===== config.mk =====
export PLATFORM = sky130hd
export DESIGN_NAME = scrt_ram
export DESIGN_NICKNAME = d
export VERILOG_FILES = /design/src/design/scrt_ram.sv
export SDC_FILE = /design/constraint.sdc
export NUM_CORES = 1
export LEC_CHECK = 0
export ABC_CLOCK_PERIOD_IN_PS = 4900
export CORE_MARGIN = 2
export CORE_UTILIZATION = 50
export DETAILED_ROUTE_END_ITERATION = 12
export DONT_BUFFER_PORTS = 1
export SYNTH_ARGS = -nofsm -noshare
export SYNTH_HDL_FRONTEND = slang
export SYNTH_SLANG_ARGS = --single-unit

===== constraint.sdc =====
create_clock -name aclk -period 4.9 [get_ports aclk]
set_input_delay 0.49 -clock aclk [delete_from_list [all_inputs] [get_ports aclk]]
set_output_delay 0.49 -clock aclk [all_outputs]
set_load 0.02 [all_outputs]

===== src/design/scrt_ram.sv =====
`default_nettype none

module scrt_ram #(
    parameter int unsigned WIDTH = 8,
    parameter int unsigned DEPTH = 16
) (
    input  wire logic                     aclk,
    input  wire logic                     we,
    input  wire logic [$clog2(DEPTH)-1:0] waddr,
    input  wire logic [WIDTH-1:0]         wdata,
    input  wire logic                     re,
    input  wire logic [$clog2(DEPTH)-1:0] raddr,
    output logic      [WIDTH-1:0]         rdata
);

    logic [WIDTH-1:0] mem [DEPTH];

    // One write port and one registered read port.
    always_ff @(posedge aclk) begin
        if (we) begin
            mem[waddr] <= wdata;
        end
        if (re) begin
            rdata <= mem[raddr];
        end
    end

endmodule

`default_nettype wire


# After elaboration in Yosys (flattened, before gate mapping)

Memories as Yosys holds them, arrays and structs flattened. A register that Yosys moved wholly into a read port is not among the register bits.
Index checks and enable logic that the tools add are counted.

Flip-flop bits (word level): 0
Bits in writable memories: 128
Output and inout port bits: 8
Word-level logic and storage cells: 3
Memories: 1

Muxes and demuxes: 2

Memories:

| name | depth | width | read ports | clocked after memory_dff | wr ports | line | text |
|---|---|---|---|---|---|---|---|
| mem  | 16    | 8     | 1          | 1                        | 1        | 16   | `logic [WIDTH-1:0] mem [DEPTH];` |

Operators with widths:

| cell              | count |
|---|---|
| two-way mux 1 bit | 2 |

# Longest topological paths before layout

Depth in word-level cells: 2
Depth in mapped cells: 5
Depth with buffers taken out: 3

# Worst setup path before layout

OpenSTA, ideal clock, no wires.

Path type: in2reg
Start point: input waddr[2]
End point: memory mem[0][0], enable pin
Setup time: 0.383 ns
Arrival: 1.600 ns
Required time: 4.517 ns
Slack: 2.917 ns
Stages: 2
Buffers on the path: 0
Path through: or3b_2 -> nor3_1

RTL lines:

| item               | line | text |
|---|---|---|
| start: declaration | 9    | `input wire logic [$clog2(DEPTH)-1:0] waddr,` |
| end: declaration   | 16   |  |

No word-level cell before the write port.

# Final worst setup path

Start point: input waddr[2]
End point: memory mem[0][1], enable pin

No word-level cell before the write port.

==> metrics.yaml <==
global_routing:
  met2_usage: 0.297
  grt-busiest-layer: "met2"
  grt_max_degree: 33
  antenna_found_initial: 0
  grt_use_met1: 0.252
  first_global_vias: 2385
  gr-usage-met3: 0.0558
  overflow: 0
  grt_pass1_wl_mm: 14.4
  gr-usage-all-layers: 0.188
logic_synthesis:
  syn_area_mm2: 0.00523
  syn-mean-instance-area_um2: 22.8
  postSynthCellCount: 229
  seq_area_frac_synth: 0.781
  yosys.area_share.simple: 0.0314
  ys_seq_elements: 136
  synth.area.mux_share: 0.148
  synthAdderAreaFrac: 0
  synth-xor-area-share: 0
  ys_warn_count: 0
  synth_compound_area_frac: 0.0230
  ys_types: 18
  synth_top_family_by_area: "multiplexers"
  synth.net_count: 248
clocking:
  cts.hold.buffers_added: 0
  ctsResizeCount: 0
  cts_num_sinks: 136
  root_buffer: "clkbuf_8"
  clk-insertion-delay-late_ps: 510
  cts_setup_buffers: 0
  cts_tree: "done"
  clk_pin_slew_ps: 60
  cts_htree_levels: 4
  cts.path.max_buffers: 2
  numCtsBuffers: 17
die:
  die_area_mm2: 0.0113
  rows: 37
  chipWidth_um: 106
  core_area_mm2: 0.0102
  ios: 27
  start_util: 0.511
  dieHeight_um: 106
worst_setup_path:
  crit_chain: "or3b_2 > nor3_1"
  cpPeakStageDelay_ps: 840
  path_class: "input pin to flip-flop"
  cp.required_ps: 5030
  end_kind: "flip-flop"
  cp.arrival_ps: 1830
  slowest_stage: "nor3_1"
  critPathMaxFanout: 8
  critPathLaunchType: "input pin"
  crit_buf_inv: 0
  cpLargestDelayFamily: "simple AND/OR/NAND/NOR gates"
flow_run:
  maxCapViolCount: 0
final_layout:
  fin_cells: 387
  final_common_cell: "edfxtp_1"
  layout.area.seq_mm2: 0.00408
  synthToLayoutAreaGrowth_pct: 12.9
  final_cell_mix: "edfxtp_1 (136), mux4_2 (18), a22oi_1 (16), clkbuf_16 (16), mux4_1 (14)"
  nets: 258
  fillers: 728
  n_antenna_cell: 0
  multi_input_area_mm2: 0.00106
  layout-drive-gt1-share: 0.183
detailed_routing:
  vias: 2271
  firstDrtPassIters: 4
  wl_mm: 9.63
  vias_per_cell: 5.87
  postRouteAntennaNets: 0
  wl_per_cell_um: 24.9
  drc_errors: 0
  drt-initial-drc-count: 241
timing:
  drv_slew: 0
  rsz0062_at_grt: "false"
  finalCritPeriodShare: 0.349
  clock.fmax_mhz: 585
  max-slew-margin-rel: 0.252
  tns_ps: 0
  fin_crit_ps: 1710
  finalSetupViolCount: 0
  tightest_slew_ps: 1110
  hold_violations: 0
  skew_ps: 4.39
power:
  power-per-cell-area_mw_per_mm2: 449
  irDropWorstVdd_uv: 241
  p_leak_nw: 1.89
place:
  gp_congestion: 0.750
  io_buffers: 0
  dp_hpwl_mm: 5.99
  place_inst: 356
run_status:
  outcome: "complete, no violations"
min_path:
  hold_path_class: "input pin to flip-flop"
[path summary, 6_finish.rpt]
kind,startpoint,endpoint,slack (ps),cells after the start
hold reg to reg,mem[12][4]$_DFFE_PP_,rdata[4]$_DFFE_PP_,770,3
setup reg to reg,mem[0][4]$_DFFE_PP_,rdata[4]$_DFFE_PP_,3280,3
hold / removal,wdata[3],mem[15][3]$_DFFE_PP_,70,0
setup / recovery,waddr[2],mem[0][1]$_DFFE_PP_,3190,2
[cells by family after synthesis]
family	count (synthesis)
AOI/OAI and AO/OA	16
buffers and inverters	10
DFF	136
muxes	32
and+or+nand+nor	35
[area by class of cell]
type	count	area share
sequential	136	0.692
multi-input combinational	83	0.179
clock buffer	20	0.0721
tap	136	0.0288
clock inverter	11	0.0263
timing repair buffer	1	0.00127
[power breakdown]
group	switching [mW]	internal, mW
Combinational	0.0325	0.0368
Clock	0.437	0.815
Sequential	0.0134	1.31
Total	0.483	2.16
[flip-flops by register name (all words and copies together), names as in the netlist]
| signal | cells |
|---|---|
| mem | 128 |
| rdata | 8 |
[cell usage after synthesis]
cell / n / share of area
nand2b_1: 2 / 0.0024
edfxtp_1: 136 / 0.78
nand2_1: 9 / 0.0065
nor2b_1: 1 / 0.0012
a22oi_1: 16 / 0.023
nor3_1: 4 / 0.0038
nand3b_1: 2 / 0.0029
clkdlybuf4s25_2: 3 / 0.0057
and2b_1: 1 / 0.0014
mux4_1: 14 / 0.070
mux4_2: 18 / 0.078
buf_4: 1 / 0.0014
nand3_1: 1 / 0.00096
buf_6: 3 / 0.0065
nor2_1: 13 / 0.0093
and2_1: 1 / 0.0012
buf_2: 3 / 0.0029
or3b_2: 1 / 0.0017
[routing by layer]
layer	vias to the layer above	share of wire
li1	998	-
met1	1178	0.42
met2	77	0.50
met3	18	0.058
met4	0	0.016
met5	-	0
[through the flow]
stage | hold slack (ps) | utilization | power [mW] | worst slack [ps] | area (µm²)
after floorplan | 589 | - | 1.41 | 2920 | 5230
after CTS | 52.7 | 0.577 | 2.66 | 3190 | 5900
after detailed placement | 590 | 0.520 | 1.42 | 2680 | 5320
after global routing | 45.3 | 0.577 | 2.73 | 3050 | 5900
after global placement | 590 | 0.520 | 1.42 | 2690 | 5320
final | 71.7 | 0.577 | 2.65 | 3190 | 5900
Power figures use the tool's default switching activity.
