## config.mk

```make
export PLATFORM = sky130hd
export DESIGN_NAME = scrt_div
export DESIGN_NICKNAME = d
export VERILOG_FILES = /design/src/design/scrt_pkg.sv /design/src/design/scrt_div.sv
export SDC_FILE = /design/constraint.sdc
export NUM_CORES = 1
export LEC_CHECK = 0
export ABC_AREA = 0
export BUFFER_PORTS_ARGS = -buffer_cell sky130_fd_sc_hd__buf_4
export CELL_PAD_IN_SITES_DETAIL_PLACEMENT = 0
export CELL_PAD_IN_SITES_GLOBAL_PLACEMENT = 1
export CORE_UTILIZATION = 40
export DETAILED_ROUTE_END_ITERATION = 10
export MAX_ROUTING_LAYER = met4
export PLACE_DENSITY = 0.85
export SLEW_MARGIN = 20
export SYNTH_ARGS = -nofsm -noshare
export SYNTH_HDL_FRONTEND = slang
export SYNTH_SLANG_ARGS = --single-unit
```

## constraint.sdc

```tcl
create_clock -name aclk -period 6.2 [get_ports aclk]
set_input_delay 0.62 -clock aclk [delete_from_list [all_inputs] [get_ports aclk]]
set_output_delay 0.62 -clock aclk [all_outputs]
set_load 0.05 [all_outputs]
```

## src/design/scrt_pkg.sv

```systemverilog
`default_nettype none

package scrt_pkg;

    // Default geometry of the tag store.
    localparam int unsigned DEF_MAX_SET_BITS = 6;
    localparam int unsigned DEF_MAX_WAYS     = 8;

    // Field widths of one stored line.
    localparam int unsigned TAG_W   = 62;
    localparam int unsigned STAMP_W = 32;
    localparam int unsigned USES_W  = 32;
    localparam int unsigned PRIO_W  = 8;
    localparam int unsigned LINE_W  = 1 + TAG_W + STAMP_W + USES_W + PRIO_W;

    // Beat widths and the configuration port.
    localparam int unsigned ADDR_W     = 64;
    localparam int unsigned NOW_W      = 32;
    localparam int unsigned TOTAL_W    = 32;
    localparam int unsigned S_DATA_W   = 96;
    localparam int unsigned M_DATA_W   = 104;
    localparam int unsigned CFG_IDX_W  = 2;
    localparam int unsigned CFG_DATA_W = 6;

    // Replacement score weights and line constants.
    localparam int unsigned PRIO_WEIGHT = 1000;
    localparam int unsigned AGE_WEIGHT  = 10;
    localparam logic [PRIO_W-1:0] PRIO_MAX  = 8'd255;
    localparam logic [PRIO_W-1:0] PRIO_FILL = 8'd10;

    // Quotient width of the shared divider.
    localparam int unsigned QUOT_W = 64;

    typedef enum logic [CFG_IDX_W-1:0] {
        CFG_SET_BITS   = 2'd0,
        CFG_BLOCK_BITS = 2'd1,
        CFG_WAYS       = 2'd2
    } cfg_idx_t;

    typedef struct packed {
        logic                valid;
        logic [TAG_W-1:0]    tag;
        logic [STAMP_W-1:0]  stamp;
        logic [USES_W-1:0]   uses;
        logic [PRIO_W-1:0]   prio;
    } line_t;

    typedef struct packed {
        logic              start;
        logic [USES_W-1:0] divisor;
    } div_req_t;

    typedef struct packed {
        logic              done;
        logic [QUOT_W-1:0] quot;
    } div_rsp_t;

    typedef enum logic [3:0] {
        ST_CLEAR,
        ST_IDLE,
        ST_LK_RD,
        ST_LK_CHK,
        ST_SC_RD,
        ST_SC_LD,
        ST_SC_DIV,
        ST_SC_CMP,
        ST_FIN
    } state_t;

endpackage

`default_nettype wire

```

## src/design/scrt_div.sv

```systemverilog
`default_nettype none

module scrt_div (
    input  wire logic              aclk,
    input  wire logic              aresetn,
    input  wire scrt_pkg::div_req_t req,
    output scrt_pkg::div_rsp_t      rsp
);

    import scrt_pkg::*;

    localparam int unsigned CNT_W = $clog2(QUOT_W);

    logic              busy_reg;
    logic [CNT_W-1:0]  cnt_reg;
    logic [USES_W-1:0] dvs_reg;
    logic [USES_W-1:0] rem_reg;
    logic [QUOT_W-1:0] quot_reg;
    logic              done_reg;
    logic [USES_W:0]   trial;
    logic              take;

    // Restoring step: the dividend is all ones, so a one shifts in each cycle.
    always_comb begin
        trial = {rem_reg, 1'b1};
        take  = (trial >= {1'b0, dvs_reg});
    end

    // Control of the iteration.
    always_ff @(posedge aclk) begin
        if (!aresetn) begin
            busy_reg <= 1'b0;
            cnt_reg  <= '0;
            done_reg <= 1'b0;
        end else begin
            done_reg <= 1'b0;
            if (req.start) begin
                busy_reg <= 1'b1;
                cnt_reg  <= '0;
            end else if (busy_reg) begin
                cnt_reg <= cnt_reg + CNT_W'(1);
                if (cnt_reg == CNT_W'(QUOT_W - 1)) begin
                    busy_reg <= 1'b0;
                    done_reg <= 1'b1;
                end
            end
        end
    end

    // Remainder and quotient, one bit per cycle.
    always_ff @(posedge aclk) begin
        if (req.start) begin
            dvs_reg  <= req.divisor;
            rem_reg  <= '0;
            quot_reg <= '0;
        end else if (busy_reg) begin
            rem_reg  <= take ? USES_W'(trial - {1'b0, dvs_reg}) : trial[USES_W-1:0];
            quot_reg <= {quot_reg[QUOT_W-2:0], take};
        end
    end

    assign rsp.done = done_reg;
    assign rsp.quot = quot_reg;

endmodule

`default_nettype wire

```

### After elaboration in Yosys (flattened, before gate mapping)

Cells that the tools add are included.

* logic and storage cells: 19
* ROM bits: 0
* input port bits: 35
* bits in writable memories: 0
* bits in latches: 0
* memories: 0
* bits in registers: 136

* muxes and demuxes: 5
* magnitude comparators: 1
* add/sub/neg operators: 2
* bitwise gates (word level): 2
* divide/modulo/power cells: 0
* equal/unequal tests: 1
* shifts and indexed selects: 0
* multipliers: 0
* reductions and logical operators: 2

Operators by type and width (count)
* $ge A33 B32 Y1: 1
* $mux W32: 1
* $sub A32 B32 Y32: 1
* $add A6 B1 Y6 const B: 1
* $eq A6 B6 Y1 const B: 1
* $mux W1: 4
* $reduce_or A3 Y1: 1
* $not A1 Y1: 2
* $reduce_or A2 Y1: 1

### Depth between registers and ports, before layout

* depth after elaboration: 4
* depth in mapped cells: 14
* depth with buffers taken out: 11

### Worst setup path after synthesis

OpenSTA, ideal clock, no wires.

* kind: flip-flop to flip-flop
* start point: register rem_reg[0]
* end point: register rem_reg[9]
* path buffers: 2
* stages on the path, launching flop included: 14
* arrival time: 2605 ps
* setup slack: 3467 ps
* period minus slack after synthesis: 2733 ps
* setup time: 128 ps
* required time: 6072 ps
* cells stage by stage: dfxtp_1 inv_1 ha_1 fa_1 nand2b_1 a21oi_1 o41a_4 a2111oi_4 o211a_1 buf_6 buf_6 mux2_2 mux2i_1 nor2_1

* longest elaborated chain between the ends: 2
* elaborated cells on any way between the ends: 3
* classes of those cells: add/sub: 1; order compare: 1; mux: 1

Ends and longest elaborated chain
* start: declaration: line scrt_div.sv:17 `logic [USES_W-1:0] rem_reg;`
* start signal: assignment: line scrt_div.sv:57 `rem_reg <= take ? USES_W'(trial - {1'b0, dvs_reg}) : trial[USES_W-1:0];`
* $sub A32 B32 Y32 / $ge A33 B32 Y1 (equally long branches): line scrt_div.sv:57, scrt_div.sv:26
* $mux W32 (*): line scrt_div.sv:57

Mark *: on every way between the ends. The rest lies on a longest branch, timed or not.
A chain may end at the register's enable or synchronous reset.

### Worst setup path after layout

* start point: register rem_reg[0]
* end point: register rem_reg[27]

Same word-level chain as after synthesis.

==> results by group <==
Global route
  • Initial antenna violation count: 0
  • Met1 Use GR: 0.2244
  • GRT overflow: 0
  • First-pass GRT wire length: 24.72 mm
  • GR Util met3: 0.06240
  • Vias in the first global route: 5245
  • Largest net degree at the start of global routing: 91
  • GRT met2 Usage: 0.2641
  • GRT Max-Usage Layer: met2
  • Tot GR Track Use: 0.1769

Die
  • Die height: 133.2 µm
  • FP Rows: 47
  • IO Pins: 100
  • Die width: 133.2 µm
  • CORE AREA: 16700 µm²
  • Starting Density: 0.4125
  • Die area: 17750 µm²

Yosys
  • Yosys warns: 0
  • Post-Synthesis Cells: 732
  • Post-synth EDFFs: 32
  • Asr flop ratio synth: 0
  • FF+latch count, synth: 136
  • Synth Net Count: 800
  • Sequential area share after synthesis: 0.4417
  • Synth unique cells: 62
  • Synthesized area: 6889 µm²
  • Top_reg_cell synth: dfxtp_1
  • Syn avg cell area: 9.411 µm²

Cells and area
  • Area Overhead vs Synth: 20.67%
  • Share of cells above drive strength 1: 0.1780
  • NumNets Final: 875
  • Ant diodes: 0
  • Register area: 3047 µm²
  • Final core occ: 0.4978
  • Commonest non-fill, non-tap cell in the layout: nor2_1
  • Most frequent cells in the layout: nor2_1 (123), dfxtp_1 (103), buf_4 (102)
  • Multi-input gate area: 3473 µm²
  • Filler cells: 1653
  • Largest register FFs: 64

Timing
  • Clock skew: 0.01419 ns
  • Max Fclk: 275.0 MHz
  • Pins Over Slew Limit: 0
  • Setup violators final: 0
  • Hold slack: 0.3621 ns
  • Min cycle time layout: 3.636 ns
  • RSZ-0062 raised after global routing: false
  • Slew @ Worst Pin: 0.9359 ns
  • Setup TNS: 0 ns
  • Final period util: 0.5864
  • Relative max-transition margin: 0.3761
  • Final WS setup: 2.564 ns
  • Hold Violations, Final: 0

Worst setup path
  • CP required: 6.52 ns
  • CP max FO: 32
  • Setup CP Type: flop to flop
  • Startpoint Class: flop
  • Crit path DAT: 3.96 ns
  • Critical Path Sink Type: flop

Hold path
  • Hold Crit Class: primary input to flop

Placement
  • Pre-CTS setup slack: 2.557 ns
  • Hpwl dp: 9.838 mm
  • IO buf count: 99
  • Routability cong.: 0.8210

Routing
  • Routed vias: 5375
  • Post-Route WL: 14.51 mm
  • Wire per inst: 13.95 µm
  • Vias per std cell: 5.168
  • DRT iter0 DRCs: 309
  • # DRC: 0
  • TritonRoute pass-1 iters: 5
  • Antenna violation net count after detailed routing: 0

Job
  • Max-Cap Viols: 0

Clock network
  • Skew-Pair Late Insertion Delay: 0.43 ns
  • # hold bufs at CTS: 0
  • CTS buffer count: 17
  • CTS clock-pin slew for the worst setup and hold paths: 0.07 ns
  • # resized after CTS: 0
  • Setup Fix Bufs, Post-CTS: 0
  • CTS Buffer Depth: 2
  • # clock sinks: 136
  • Clk Tree Root Cell: clkbuf_16
  • CTS tree: yes
  • Htree depth: 4

Status
  • Status: complete, no violations

Power and ir drop
  • PwrDens: 285.4 nW/µm²
  • P_leak: 3.683 nW
  • Max rail drop VDD: 0.2176 mV
==> critical path, cell delays in order (launching register included) <==
cell,delay [ns]
dfxtp_1,0.31
inv_1,0.06
ha_1,0.17
fa_1,0.20
nand2b_1,0.13
a21oi_1,0.10
o41a_4,0.48
a2111oi_4,0.35
o211a_1,0.74
buf_4,0.45
nor2b_1,0.08
mux2_2,0.27
o21a_1,0.18
==> synth_stat cells, drive strengths merged (3+ instances only) <==
master  number  area, µm²
o21a         6      45.04
nand4       10      62.56
xor2        21      183.9
a21boi       4      30.03
nor2       123      461.7
or3          6      37.54
nand2       28      105.1
buf         17      110.1
ha          32      400.4
nand3       10      50.05
nor3         8      40.04
and3         5      31.28
a31oi        6      37.54
inv         41      153.9
mux2i       79      790.8
o22ai        4      25.02
a211oi      29      217.7
a21oi       46      230.2
clkbuf      29      108.9
nor2b        3      18.77
edfxtp      32      960.9
nand2b      10      62.56
xnor2        4      35.03
o211ai       3      27.52
o21ai       20      100.1
a21o        13      97.59
dfxtp      104       2082
==> cell families after synthesis <==
logic type,count (synthesis),share of synthesized area
xor+xnor,25,0.03178
fa+ha+maj,33,0.06102
flops,136,0.4417
mux,81,0.1181
simple gates,214,0.1382
buf+inv,87,0.05412
compound gates,156,0.1551
==> layout make-up <==
type                            instances  share of cell area
Multi-Input combinational cell        509              0.4178
Sequential cell                       136              0.3665
Timing Repair Buffer                  102             0.09211
Clock buffer                           17             0.05117
Tap cell                              220             0.03311
Clock inverter                         15             0.02077
Inverter                               41             0.01851
==> report_power, final <==
group	switching, W	total [W]	internal (W)
clock	0.000466	0.00101	0.000546
sequential	0.0000289	0.000974	0.000945
combinational	0.000224	0.000387	0.000163
total	0.000719	0.00237	0.00165
==> metrics by stage <==
step,instances,power (W),area (µm²)
2_1_floorplan,732,0.001300,6889
3_3_place_gp,1008,0.001379,7715
3_5_place_dp,1008,0.001379,7715
4_1_cts,1040,0.002399,8313
5_1_grt,1040,0.002492,8313
6_report,1040,0.002372,8313
==> final timing paths <==
check,start,to,slack [ns],cells past startpoint
worst max-delay path,rem_reg[0],rem_reg[27],2.56,12
worst min-delay path,req[2],dvs_reg[2],0.36,1
worst max register to register,rem_reg[0],rem_reg[27],2.56,12
worst min register to register,rem_reg[2],rem_reg[2],0.49,2
==> per-layer routing <==
metal | routed length (µm) | vias up
met3 | 877 | 10
met5 | 0 | -
met4 | 150 | 0
met1 | 7049 | 2514
met2 | 6428 | 108
li1 | - | 2743
Note: power is estimated with default switching activity, not from simulation.
